$ cat config.mk
export PLATFORM = sky130hd
export DESIGN_NAME = lz4d_ctrl
export DESIGN_NICKNAME = d
export VERILOG_FILES = /design/src/rtl/core/lz4d_pkg.sv /design/src/rtl/core/lz4d_ctrl.sv
export SDC_FILE = /design/constraint.sdc
export NUM_CORES = 1
export LEC_CHECK = 0
export BUFFER_PORTS_ARGS = -buffer_cell sky130_fd_sc_hd__buf_2
export CAP_MARGIN = 0
export CORE_MARGIN = 4
export CORE_UTILIZATION = 57
export DETAILED_ROUTE_END_ITERATION = 10
export GPL_ROUTABILITY_DRIVEN = 1
export PLACE_DENSITY_LB_ADDON = 0.25
export SETUP_SLACK_MARGIN = 0.2
export SYNTH_ARGS = -nofsm -noshare
export SYNTH_HDL_FRONTEND = slang
export SYNTH_SLANG_ARGS = --single-unit
$ cat constraint.sdc
create_clock -name clk -period 10.6 [get_ports clk]
set_clock_uncertainty 0.05 [all_clocks]
set_input_delay 1.59 -clock clk [delete_from_list [all_inputs] [get_ports clk]]
set_output_delay 1.59 -clock clk [all_outputs]
set_load 0.02 [all_outputs]
$ cat src/rtl/core/lz4d_pkg.sv
package lz4d_pkg;

  localparam int HISTORY_BYTES_DEF = 65536;
  localparam int LANE_BYTES_DEF    = 8;
  localparam int BANKS             = 8;
  localparam int LEN_W             = 24;
  localparam logic [LEN_W-1:0] MAX24 = 24'hFFFFFF;

  localparam logic [1:0] REQ_BYTE    = 2'd0;
  localparam logic [1:0] REQ_DRAIN   = 2'd1;
  localparam logic [1:0] REQ_RESTART = 2'd2;

  localparam logic [3:0] PH_TOKEN     = 4'd0;
  localparam logic [3:0] PH_LIT_EXT   = 4'd1;
  localparam logic [3:0] PH_LITERALS  = 4'd2;
  localparam logic [3:0] PH_OFF_LO    = 4'd3;
  localparam logic [3:0] PH_OFF_HI    = 4'd4;
  localparam logic [3:0] PH_MATCH_EXT = 4'd5;
  localparam logic [3:0] PH_COPY      = 4'd6;

  localparam logic [2:0] ST_RUN       = 3'd0;
  localparam logic [2:0] ST_END       = 3'd1;
  localparam logic [2:0] ST_CLEAN     = 3'd2;
  localparam logic [2:0] ST_LIT_OVER  = 3'd3;
  localparam logic [2:0] ST_TRUNC     = 3'd4;
  localparam logic [2:0] ST_BAD_OFF   = 3'd5;
  localparam logic [2:0] ST_MATCH_OVR = 3'd6;

  typedef struct packed {
    logic       lit;
    logic [7:0] lit_byte;
    logic [3:0] count;
    logic [15:0] offset;
    logic       accepted;
    logic       copying;
    logic [2:0] status;
  } slot_t;

  function automatic logic [LEN_W-1:0] sat24(input logic [LEN_W-1:0] a,
                                             input logic [LEN_W-1:0] b);
    logic [LEN_W:0] s;
    s = {1'b0, a} + {1'b0, b};
    return s[LEN_W] ? MAX24 : s[LEN_W-1:0];
  endfunction

endpackage

$ cat src/rtl/core/lz4d_ctrl.sv
module lz4d_ctrl import lz4d_pkg::*; #(
  parameter int HISTORY_BYTES = HISTORY_BYTES_DEF,
  parameter int LANE_BYTES    = LANE_BYTES_DEF,
  localparam int AW           = $clog2(HISTORY_BYTES)
) (
  input  logic          clk,
  input  logic          rst,
  input  logic          take,
  input  logic [1:0]    req_type,
  input  logic [7:0]    in_byte,
  input  logic          in_last,
  input  logic          cfg_we,
  input  logic [23:0]   cfg_data,
  output slot_t         slot,
  output logic [AW-1:0] src_pos,
  output logic [AW-1:0] dst_pos
);

  localparam logic [3:0]  LANE4  = 4'(LANE_BYTES);
  localparam logic [16:0] HIST17 = 17'(HISTORY_BYTES);

  logic [23:0]   output_limit;
  logic [3:0]    phase, phase_next;
  logic [23:0]   literal_left, literal_left_next;
  logic [23:0]   match_left, match_left_next;
  logic [15:0]   match_offset, match_offset_next;
  logic [3:0]    token_low, token_low_next;
  logic [23:0]   produced, produced_next;
  logic [2:0]    stop_code, stop_code_next;
  logic [AW-1:0] ptr, ptr_next;
  logic          saw_last, saw_last_next;

  logic [23:0] lk_len, mk_len;
  logic [15:0] mk_off;
  logic        lk_over, mk_bad, mk_over;
  logic [3:0]  n;
  logic [23:0] ml_after, prod_after;

  assign lk_len  = (phase == PH_TOKEN) ? {20'd0, in_byte[7:4]}
                                       : sat24(literal_left, {16'd0, in_byte});
  assign lk_over = ({1'b0, produced} + {1'b0, lk_len}) > {1'b0, output_limit};
  assign mk_off  = (phase == PH_OFF_HI) ? {in_byte, match_offset[7:0]} : match_offset;
  assign mk_len  = (phase == PH_OFF_HI) ? 24'(token_low) + 24'd4
                                        : sat24(match_left, {16'd0, in_byte});
  assign mk_bad  = ({8'd0, mk_off} > produced) || ({1'b0, mk_off} > HIST17);
  assign mk_over = ({1'b0, produced} + {1'b0, mk_len}) > {1'b0, output_limit};
  assign n          = (match_left < 24'(LANE_BYTES)) ? match_left[3:0] : LANE4;
  assign ml_after   = match_left - 24'(n);
  assign prod_after = sat24(produced, 24'(n));

  always_comb begin
    phase_next        = phase;
    literal_left_next = literal_left;
    match_left_next   = match_left;
    match_offset_next = match_offset;
    token_low_next    = token_low;
    produced_next     = produced;
    stop_code_next    = stop_code;
    ptr_next          = ptr;
    saw_last_next     = saw_last;
    slot              = '0;
    unique case (req_type)
      REQ_RESTART: begin
        phase_next        = PH_TOKEN;
        literal_left_next = '0;
        match_left_next   = '0;
        match_offset_next = '0;
        token_low_next    = '0;
        produced_next     = '0;
        stop_code_next    = ST_RUN;
        ptr_next          = '0;
        saw_last_next     = 1'b0;
      end
      REQ_BYTE: begin
        if (stop_code == ST_RUN && phase != PH_COPY) begin
          if (phase == PH_TOKEN && produced >= output_limit) begin
            stop_code_next = ST_CLEAN;
          end else begin
            slot.accepted = 1'b1;
            unique case (phase)
              PH_TOKEN: begin
                token_low_next    = in_byte[3:0];
                literal_left_next = lk_len;
                if (in_byte[7:4] == 4'd15) begin
                  if (in_last) stop_code_next = ST_TRUNC;
                  else phase_next = PH_LIT_EXT;
                end else if (lk_over) begin
                  stop_code_next = ST_LIT_OVER;
                end else if (in_last) begin
                  stop_code_next = ST_TRUNC;
                end else begin
                  phase_next = (lk_len != '0) ? PH_LITERALS : PH_OFF_LO;
                end
              end
              PH_LIT_EXT: begin
                literal_left_next = lk_len;
                if (in_byte == 8'hFF) begin
                  if (in_last) stop_code_next = ST_TRUNC;
                end else if (lk_over) begin
                  stop_code_next = ST_LIT_OVER;
                end else if (in_last) begin
                  stop_code_next = ST_TRUNC;
                end else begin
                  phase_next = (lk_len != '0) ? PH_LITERALS : PH_OFF_LO;
                end
              end
              PH_LITERALS: begin
                slot.lit          = 1'b1;
                slot.lit_byte     = in_byte;
                slot.count        = 4'd1;
                produced_next     = sat24(produced, 24'd1);
                ptr_next          = ptr + AW'(1);
                literal_left_next = literal_left - 24'd1;
                if (in_last) stop_code_next = ST_TRUNC;
                else if (literal_left == 24'd1) phase_next = PH_OFF_LO;
              end
              PH_OFF_LO: begin
                match_offset_next = {8'd0, in_byte};
                if (in_last) stop_code_next = ST_TRUNC;
                else phase_next = PH_OFF_HI;
              end
              PH_OFF_HI: begin
                match_offset_next = mk_off;
                if (mk_off == '0) begin
                  stop_code_next = ST_END;
                end else begin
                  match_left_next = mk_len;
                  if (token_low == 4'd15) begin
                    if (in_last) stop_code_next = ST_TRUNC;
                    else phase_next = PH_MATCH_EXT;
                  end else if (in_last) begin
                    stop_code_next = ST_TRUNC;
                  end else if (mk_bad) begin
                    stop_code_next = ST_BAD_OFF;
                  end else if (mk_over) begin
                    stop_code_next = ST_MATCH_OVR;
                  end else begin
                    phase_next    = PH_COPY;
                    saw_last_next = 1'b0;
                  end
                end
              end
              PH_MATCH_EXT: begin
                match_left_next = mk_len;
                if (in_byte == 8'hFF) begin
                  if (in_last) stop_code_next = ST_TRUNC;
                end else if (mk_bad) begin
                  stop_code_next = ST_BAD_OFF;
                end else if (mk_over) begin
                  stop_code_next = ST_MATCH_OVR;
                end else begin
                  phase_next    = PH_COPY;
                  saw_last_next = in_last;
                end
              end
              default: ;
            endcase
          end
        end
      end
      REQ_DRAIN: begin
        if (stop_code == ST_RUN && phase == PH_COPY) begin
          slot.count      = n;
          slot.offset     = match_offset;
          match_left_next = ml_after;
          produced_next   = prod_after;
          ptr_next        = ptr + AW'(n);
          if (ml_after == '0) begin
            phase_next    = PH_TOKEN;
            saw_last_next = 1'b0;
            if (saw_last || prod_after >= output_limit) stop_code_next = ST_CLEAN;
          end
        end
      end
      default: ;
    endcase
    slot.status  = stop_code_next;
    slot.copying = (phase_next == PH_COPY) && (stop_code_next == ST_RUN);
  end

  assign src_pos = ptr - match_offset[AW-1:0];
  assign dst_pos = ptr;

  always_ff @(posedge clk) begin
    if (rst) begin
      output_limit <= '0;
      phase        <= PH_TOKEN;
      literal_left <= '0;
      match_left   <= '0;
      match_offset <= '0;
      token_low    <= '0;
      produced     <= '0;
      stop_code    <= ST_RUN;
      ptr          <= '0;
      saw_last     <= 1'b0;
    end else begin
      if (cfg_we) output_limit <= cfg_data;
      if (take) begin
        phase        <= phase_next;
        literal_left <= literal_left_next;
        match_left   <= match_left_next;
        match_offset <= match_offset_next;
        token_low    <= token_low_next;
        produced     <= produced_next;
        stop_code    <= stop_code_next;
        ptr          <= ptr_next;
        saw_last     <= saw_last_next;
      end
    end
  end

  a_restart_clears: assert property (@(posedge clk) disable iff (rst)
    take && req_type == REQ_RESTART |=> produced == '0 && stop_code == ST_RUN)
    else $error("restart did not clear state");
  a_copy_running: assert property (@(posedge clk) disable iff (rst)
    phase == PH_COPY && stop_code == ST_RUN |-> match_left != '0)
    else $error("copy phase with no match bytes");
  a_no_overrun: assert property (@(posedge clk) disable iff (rst)
    take && slot.count != '0 |-> ({1'b0, produced} + 25'(slot.count)) <= {1'b0, output_limit})
    else $error("output beyond limit");

endmodule

## Word-level counts from Yosys, hierarchy flattened

Index checks and enable logic that the tools add are counted.

| storage, ports and cells | value |
|---|---|
| logic and storage cells | 182 |
| register bits after elaboration | 140 |
| bits of input ports | 39 |

| cells by class | value |
|---|---|
| mux-type cells | 99 |
| reductions and logical operators | 23 |
| $lt $le $gt $ge | 7 |
| add/sub/neg operators | 12 |
| equality and inequality tests | 31 |

Operators by type and width:

| cell | count |
|---|---|
| $mux W24 | 16 |
| $pmux W24 S2 | 3 |
| $pmux W24 S3 | 2 |
| $mux W16 | 8 |
| $mux W4 | 23 |
| $pmux W16 S2 | 2 |
| $add A24 B24 Y25 | 2 |
| $add A24 B8 Y25 | 2 |
| $gt A25 B24 Y1 | 2 |
| $ge A24 B24 Y1 | 2 |
| $pmux W16 S3 | 1 |
| $mux W3 | 15 |
| $mux W13 | 3 |
| $add A24 B1 Y25 const B | 1 |
| $add A24 B4 Y25 | 1 |
| $eq A24 B1 Y1 const B | 1 |
| $gt A16 B24 Y1 | 1 |
| $logic_not A24 Y1 | 1 |
| $lt A24 B4 Y1 const B | 1 |
| $ne A3 B3 Y1 const B | 8 |
| $pmux W4 S6 | 1 |
| $reduce_bool A24 Y1 | 1 |
| $sub A24 B1 Y24 const B | 1 |
| $sub A24 B4 Y24 | 1 |
| 38 further kinds | 73 |

## Depth between registers and ports, before layout

Gate-level depths: netlist (run 1).

| depth | value |
|---|---|
| depth in word-level cells | 16 |
| depth in mapped cells | 37 |

## Worst setup path before layout (run 1)

No wires, ideal clock.

| path | value |
|---|---|
| path kind | input port to output port |
| start | in in_byte[0] |
| end | out slot[3] in the netlist's numbering |
| required time | 8.960 ns |
| data arrival time | 8.946 ns |
| setup slack | 0.014 ns |
| stages | 37 |
| cell sequence | ha_1 fa_1 a21o_1 a2111oi_2 a21oi_1 and3_1 clkbuf_1 nand2_1 a21oi_1 ha_1 a21o_1 a21oi_1 o21ai_0 a21oi_1 nor2b_1 o21a_1 o31a_1 o41ai_1 o21ai_0 o311ai_1 nand3_1 a31o_2 a21oi_1 xnor2_1 ha_1 nand4_1 nor2_1 nand3_1 o21ai_0 a2bb2oi_1 or3_1 nor2_1 a211oi_1 a311oi_1 o21ai_0 a311o_1 nor4_2 |

RTL lines:

| item | RTL line | RTL |
|---|---|---|
| start: declaration | lz4d_ctrl.sv:10 | `input logic [7:0] in_byte,` |
| end: declaration | lz4d_ctrl.sv:14 | `output slot_t slot,` |

## Final worst setup path (run 1)

| path | value |
|---|---|
| start | in in_byte[0] |
| end | reg phase[0] |

| on the way | value |
|---|---|
| cells in the longest elaborated chain, start to end | 14 |
| elaborated cells on any way between the ends | 32 |

Ends and longest elaborated chain:

| item | RTL line | RTL |
|---|---|---|
| $add A24 B8 Y25 | lz4d_pkg.sv:42 | `s = {1'b0, a} + {1'b0, b};` |
| $mux W24 | lz4d_pkg.sv:43 | `return s[LEN_W] ? MAX24 : s[LEN_W-1:0];` |
| $mux W24 | lz4d_ctrl.sv:43 | `assign mk_len = (phase == PH_OFF_HI) ? 24'(token_low) + 24'd4` |
| $add A24 B24 Y25 | lz4d_ctrl.sv:46 | `assign mk_over = ({1'b0, produced} + {1'b0, mk_len}) > {1'b0, output_limit};` |
| $gt A25 B24 Y1 | lz4d_ctrl.sv:46 |  |
| $mux W4 | lz4d_ctrl.sv:135, lz4d_ctrl.sv:149 |  |
| $mux W4 | lz4d_ctrl.sv:147 | `end else if (mk_bad) begin` |
| $mux W4 | lz4d_ctrl.sv:131 | `end else if (in_last) begin` |
| $mux W4 | lz4d_ctrl.sv:128 | `if (token_low == 4'd15) begin` |
| $mux W4 | lz4d_ctrl.sv:124 | `if (mk_off == '0) begin` |
| $pmux W4 S6 (*) | lz4d_ctrl.sv:80 | `unique case (phase)` |
| $mux W4 (*) | lz4d_ctrl.sv:76 | `if (phase == PH_TOKEN && produced >= output_limit) begin` |
| $mux W4 (*) | lz4d_ctrl.sv:75 | `if (stop_code == ST_RUN && phase != PH_COPY) begin` |
| $pmux W4 S3 (*) | lz4d_ctrl.sv:62 | `unique case (req_type)` |
| end signal: assignment | lz4d_ctrl.sv:199 | `phase <= phase_next;` |
| end: declaration | lz4d_ctrl.sv:23 | `logic [3:0] phase, phase_next;` |

Mark *: on every way between the ends. The rest lies on a longest branch, timed or not.
A chain may end at the register's enable or synchronous reset.

==> results of run 1 <==
==> synthesized netlist by cell type, types with 9 or more instances <==
cell type  count
xnor2_1      107
mux2i_1       37
inv_1         95
nand3_1       77
o21ai_0      124
a31oi_1       16
nand2_1      180
a22oi_1       12
a2111oi_0     17
nor3_1        85
buf_2          9
o211ai_1      19
a211oi_1      54
and2_1        22
or3_1         20
nand2b_1      31
a21boi_0      12
o31ai_1       16
buf_1          9
clkbuf_1     102
and3_1        27
or2_2         11
nand4_1       35
a21o_1        61
nor2b_1       25
o21ai_1        9
nor4_1        25
dfxtp_1      140
ha_1         195
a21oi_1      204
xor2_1        29
o21a_1        27
nor2_1       319
==> repair_timing <==
action                                  4_1_cts  5_1_grt
endpoints found under the setup margin        3        5
hold buffers                                  0        0
setup buffers                                30       17
resized for setup                            33       69
pin swaps                                    26       67
==> power by group through the flow <==
stage | combinational [mW] | sequential [mW] | clock (mW)
floorplan | 0.480 | 0.569 | 0
global placement | 0.647 | 0.592 | 0
global route | 0.793 | 0.584 | 0.637
detailed placement | 0.661 | 0.592 | 0
finish | 0.731 | 0.584 | 0.609
CTS | 0.687 | 0.581 | 0.613
==> final cells by class <==
class | count | area (um2)
multi-input combinational | 1944 | 13300
timing repair buffer | 227 | 1520
clock buffer | 18 | 439
clock inverter | 14 | 135
tap | 384 | 480
sequential | 140 | 2800
fill | 2520 | 9610
antenna | 1 | 2.50
inverter | 101 | 379
==> registers in the layout, summed over array words and instances (netlist names) <==
signal	cells
dst_pos	16
literal_left	24
match_left	24
match_offset	16
output_limit	24
phase	4
produced	24
saw_last	1
stop_code	3
token_low	4
==> path summary, 6_finish.rpt <==
path	from	endpoint	slack (ps)
worst max-delay path	in_byte[0]	phase[0]	280
worst min register to register	match_offset[10]	match_offset[10]	420
worst min-delay path	match_offset[10]	match_offset[10]	420
worst max register to register	literal_left[10]	phase[0]	1060
==> worst min-delay path: cells and delay by family (launching register included) <==
family | cells | cell delay, ps
flip-flops | 1 | 310
AND/OR/NAND/NOR | 1 | 60
AO/OA/AOI/OAI | 1 | 50
==> routing by layer <==
metal  vias up  global-route usage  routed length, um
met5         -                   0                  0
met4         0               0.191               3410
met3       242              0.0774               5600
met2      1014               0.580              27000
met1      8578               0.473              24400
li1       8608                   -                  -
==> layout by cell type, fill, tap and decap left out, types with 26 or more instances in the layout <==
master    instances
buf_2           100
nand2_1         176
nor3_1           80
ha_1            187
a21o_1           61
xnor2_1         107
mux2i_1          37
nand4_1          35
o21a_1           27
a21oi_1         196
nor2_1          314
dfxtp_1         140
and3_1           26
inv_1            95
xor2_1           29
nand2b_1         31
nand3_1          76
o21ai_0         114
buf_4           110
a211oi_1         50
==> kinds of logic (layout without fill, tap and decap cells) <==
| group | after synthesis | in the layout | share of synthesized area |
|---|---|---|---|
| and+or+nand+nor | 901 | 901 | 0.262 |
| AOI/OAI and AO/OA | 662 | 662 | 0.262 |
| buffers and inverters | 224 | 360 | 0.0522 |
| adders and majority gates | 204 | 204 | 0.157 |
| DFF | 140 | 140 | 0.170 |
| xor gates and xnor gates | 136 | 136 | 0.0721 |
| muxes | 40 | 40 | 0.0245 |
| other | 1 | 2 | 0.000227 |
==> results.yml, run 1 <==
route:
  drt-total-wl_mm: 60.5
  wire_per_inst_um: 21.4
  firstDrtPassIters: 6
  routed-via-count: 18400
  ant_nets: 0
  first_iter_violations: 1900
  drc: 0
  drt-vias-per-instance: 6.52
final_layout:
  final_area_um2: 19000
  syn2layout_area_growth_pct: 15.1
  drive_gt1_frac: 0.154
  instances_no_fill: 2829
  final_core_util: 0.664
  nets: 2672
setup_path:
  cp_data_arrival_time_ps: 10590
  cp_max_fo: 4
  cp_slowest_stage_delay_ps: 390
  critPathLaunchType: "primary input"
  cp.depth: 61
  r2r_cells: 58
  cp-end-kind: "register"
  critPathSlowestCell: "fa_2"
  critical_path_class: "primary input to register"
  critPathRequiredTime_ps: 10880
  cpMostUsedCell: "buf_4"
  cp.buffers_inverters: 26
  cpLargestDelayFamily: "compound AO/OA/AOI/OAI gates"
floorplanning:
  std_cell_rows: 62
  start_util: 0.577
  ioPinCount: 105
  die_x_um: 178
  coreArea_um2: 28600
  die_h_um: 178
  die_area_um2: 31800
synthesis:
  synth_cells: 2308
  syn-cell-area_um2: 16500
  yosysTopAreaCell: "dfxtp_1"
  synth_ff_type: "dfxtp_1"
  synth_seq_cells: 140
  synthTopCellsByArea: "dfxtp_1 17%, ha_1 15%, nor2_1 7.2%, a21oi_1 6.2%, xnor2_1 5.7%"
  synth_nets: 2549
  async_reset_ff_frac: 0
  ys_types: 101
  synth.yosys.seq_area_share: 0.170
  yosysTopAreaCellShare: 0.170
  ys_warn_count: 0
  synth_area_per_cell_um2: 7.16
  synth_edf_count: 0
clocking:
  cts.clk_slew.worst_paths_ps: 70
  insertion_delay_ps: 460
  clk_path_buf_depth: 2
  cts_root_buffer: "clkbuf_16"
  cts_made_buffers: 17
  clock-sinks: 140
  htreeDepth: 4
  cts_tree: "built"
sta:
  finalSetupTns_ps: 0
  fin_crit_sh: 0.973
  min_period_ps: 10320
  drv_slew: 0
  hold_viol: 0
  fin_hold_ws_ps: 422
  worst_slew_pin_slew_ps: 1130
  max_freq_ghz: 0.0969
  layout_setup_ws_ps: 282
  rsz0062_at_grt: "true"
  setup_viol: 0
  slew_headroom: 0.242
placement:
  dpl_worst_slack_ps: -194
  placed_area_um2: 17600
  placement.io_buffers: 104
  placed_cells: 2749
  dp_hpwl_mm: 43.9
  gp_congestion: 0.993
power:
  seq_power_share: 0.303
  power.share.combinational: 0.380
  powerDensity_nw_per_um2: 101
  power.leakage_nw: 8.23
  power_frac_clock: 0.317
  swShare: 0.391
  p_total_mw: 1.92
  ir_drop_uv: 109
  internal-power_mw: 1.17
  switchingPower_mw: 0.753
global_route:
  grt-ovfl-total: 0
  first_global_vias: 17400
  grt_pass1_wl_mm: 92.9
  grt.total_usage: 0.367
  grt_max_degree: 94
  grt_antenna_before_repair: 0
min_path:
  whs_path_depth: 2
  hp-class: "register to register"
flow_run:
  max-cap-violations: 0
status:
  run_status: "complete, no violations"
Note: power is estimated with default switching activity, not from simulation.
==> inputs of run 2 (changes only) <==
--- a/config.mk
+++ b/config.mk
@@ -8,10 +8,11 @@
 export BUFFER_PORTS_ARGS = -buffer_cell sky130_fd_sc_hd__buf_2
 export CAP_MARGIN = 0
 export CORE_MARGIN = 4
-export CORE_UTILIZATION = 57
+export CORE_UTILIZATION = 30
 export DETAILED_ROUTE_END_ITERATION = 10
 export GPL_ROUTABILITY_DRIVEN = 1
 export PLACE_DENSITY_LB_ADDON = 0.25
+export RECOVER_POWER = 100
 export SETUP_SLACK_MARGIN = 0.2
 export SYNTH_ARGS = -nofsm -noshare
 export SYNTH_HDL_FRONTEND = slang
==> results.yml, run 2 (same netlist as run 1, synthesis figures left out) <==
setup_path:
  critPathSlowestCell: "fa_2"
  cp_max_fo: 7
  critPathRequiredTime_ps: 8960
  cp-end-kind: "output pin"
  cp_data_arrival_time_ps: 8620
  critical_path_class: "primary input to output pin"
  cpMostUsedCell: "buf_4"
  cp_slowest_stage_delay_ps: 410
  critPathLaunchType: "primary input"
flow_run:
  max-cap-violations: 10
global_route:
  grt_busiest_layer: "met2"
  grt_antenna_before_repair: 0
  grtUsageMet1: 0.292
  grt_max_degree: 81
  met2_usage: 0.365
  grt_pass1_wl_mm: 102
  grt.total_usage: 0.220
  gr-usage-met3: 0.0322
  first_global_vias: 17000
  grt-ovfl-total: 0
clocking:
  cts_tree: "built"
  clk_path_buf_depth: 2
  insertion_delay_ps: 500
  cts.clk_slew.worst_paths_ps: 70
  htreeDepth: 4
  cts_root_buffer: "clkbuf_16"
  cts_made_buffers: 17
  holdBufCountCts: 0
  clock-sinks: 140
final_layout:
  final_common_cell: "nor2_1"
  final_cell_mix: "314 x nor2_1, 194 x a21oi_1, 189 x ha_1"
  syn2layout_area_growth_pct: 18.8
  nets: 2699
  drive_gt1_frac: 0.141
  instances_no_fill: 3167
  n_antenna_cell: 0
route:
  first_iter_violations: 1374
  routed-via-count: 18000
  wire_per_inst_um: 21.1
  ant_nets: 0
  drc: 0
  drt-vias-per-instance: 5.70
  drt-total-wl_mm: 66.9
  firstDrtPassIters: 8
floorplanning:
  die_area_um2: 58900
  coreArea_um2: 54100
  std_cell_rows: 85
  ioPinCount: 105
  die_h_um: 243
  die_x_um: 243
  start_util: 0.305
power:
  switchingPower_mw: 0.806
  power.share.combinational: 0.380
  powerDensity_nw_per_um2: 102
  seq_power_share: 0.291
  swShare: 0.403
  internal-power_mw: 1.19
  power.leakage_nw: 8.18
  ir_drop_uv: 124
  power_frac_clock: 0.329
placement:
  dp_hpwl_mm: 50.0
  dpl_worst_slack_ps: -224
  gp_congestion: 0.928
  placement.io_buffers: 104
  placed_cells: 3088
sta:
  fin_hold_ws_ps: 422
  worst_slew_pin_slew_ps: 4300
  min_period_ps: 10260
  layout_setup_ws_ps: 341
  fin_crit_sh: 0.968
  hold_viol: 0
  slew_headroom: -1.87
  setup_viol: 0
  max_freq_ghz: 0.0975
  rsz0062_at_grt: "true"
  drv_slew: 358
status:
  violations: "capacitance limit, slew limit"
  run_status: "finished with violations"
min_path:
  hp-class: "register to register"
==> run 2: cell count changes in the layout (fill, tap and decap cells not counted), moves of 7 or more <==
cell | previous run | this run
and2_0 | 0 | 8
buf_6 | 17 | 24
clkbuf_1 | 0 | 58
and2_1 | 21 | 13
buf_4 | 110 | 124
buf_2 | 100 | 47
==> run 2: repair_timing <==
action | in CTS | in global routing
setup endpoints to repair | 3 | 5
pin swaps | 36 | 56
setup buffers | 34 | 13
resized for setup | 44 | 72
==> run 2: through the flow <==
step / utilization / power [mW] / cell area, um2 / TNS (ps)
final: 0.363 / 2.00 / 19600 / 0
after detailed placement: 0.337 / 1.28 / 18200 / -224
after global routing: 0.363 / 2.11 / 19600 / -274
after global placement: 0.337 / 1.28 / 18200 / -157
after floorplan: - / 1.05 / 16500 / 0
after CTS: 0.357 / 1.98 / 19300 / 0
==> run 2: cell type report <==
class | instances | area, um2
timing repair buffer | 254 | 1670
fill | 5660 | 34500
inverter | 101 | 379
tap | 696 | 871
clock inverter | 15 | 204
multi-input combinational | 1944 | 13300
sequential | 140 | 2800
clock buffer | 17 | 425
==> run 2: power by group through the flow <==
stage	logic [mW]	registers, mW	clock network, mW
global placement	0.684	0.591	0
global route	0.832	0.583	0.697
finish	0.759	0.582	0.659
floorplan	0.480	0.569	0
CTS	0.721	0.580	0.678
detailed placement	0.692	0.592	0
==> run 2: final timing paths <==
| kind | from | endpoint | slack (ps) | cells past startpoint |
|---|---|---|---|---|
| max reg2reg | literal_left[10] | phase[0] | 1080 | 57 |
| max | in_byte[0] | slot[3] | 340 | 39 |
| min | match_offset[14] | match_offset[14] | 420 | 2 |
| min reg2reg | match_offset[14] | match_offset[14] | 420 | 2 |
==> run 2: routing by layer <==
| metal | vias up | wire length (um) |
|---|---|---|
| met5 | - | 0 |
| met4 | 0 | 2160 |
| met3 | 111 | 3420 |
| met2 | 579 | 31200 |
| met1 | 8666 | 30100 |
| li1 | 8692 | - |
==> run 2: worst max-delay path: cells and delay by family <==
family                   cells  cell delay (ps)
AO/OA/AOI/OAI               16             3000
adder cells (fa/ha/maj)      6             1830
AND/OR/NAND/NOR             11             1360
buffers and inverters        6              790
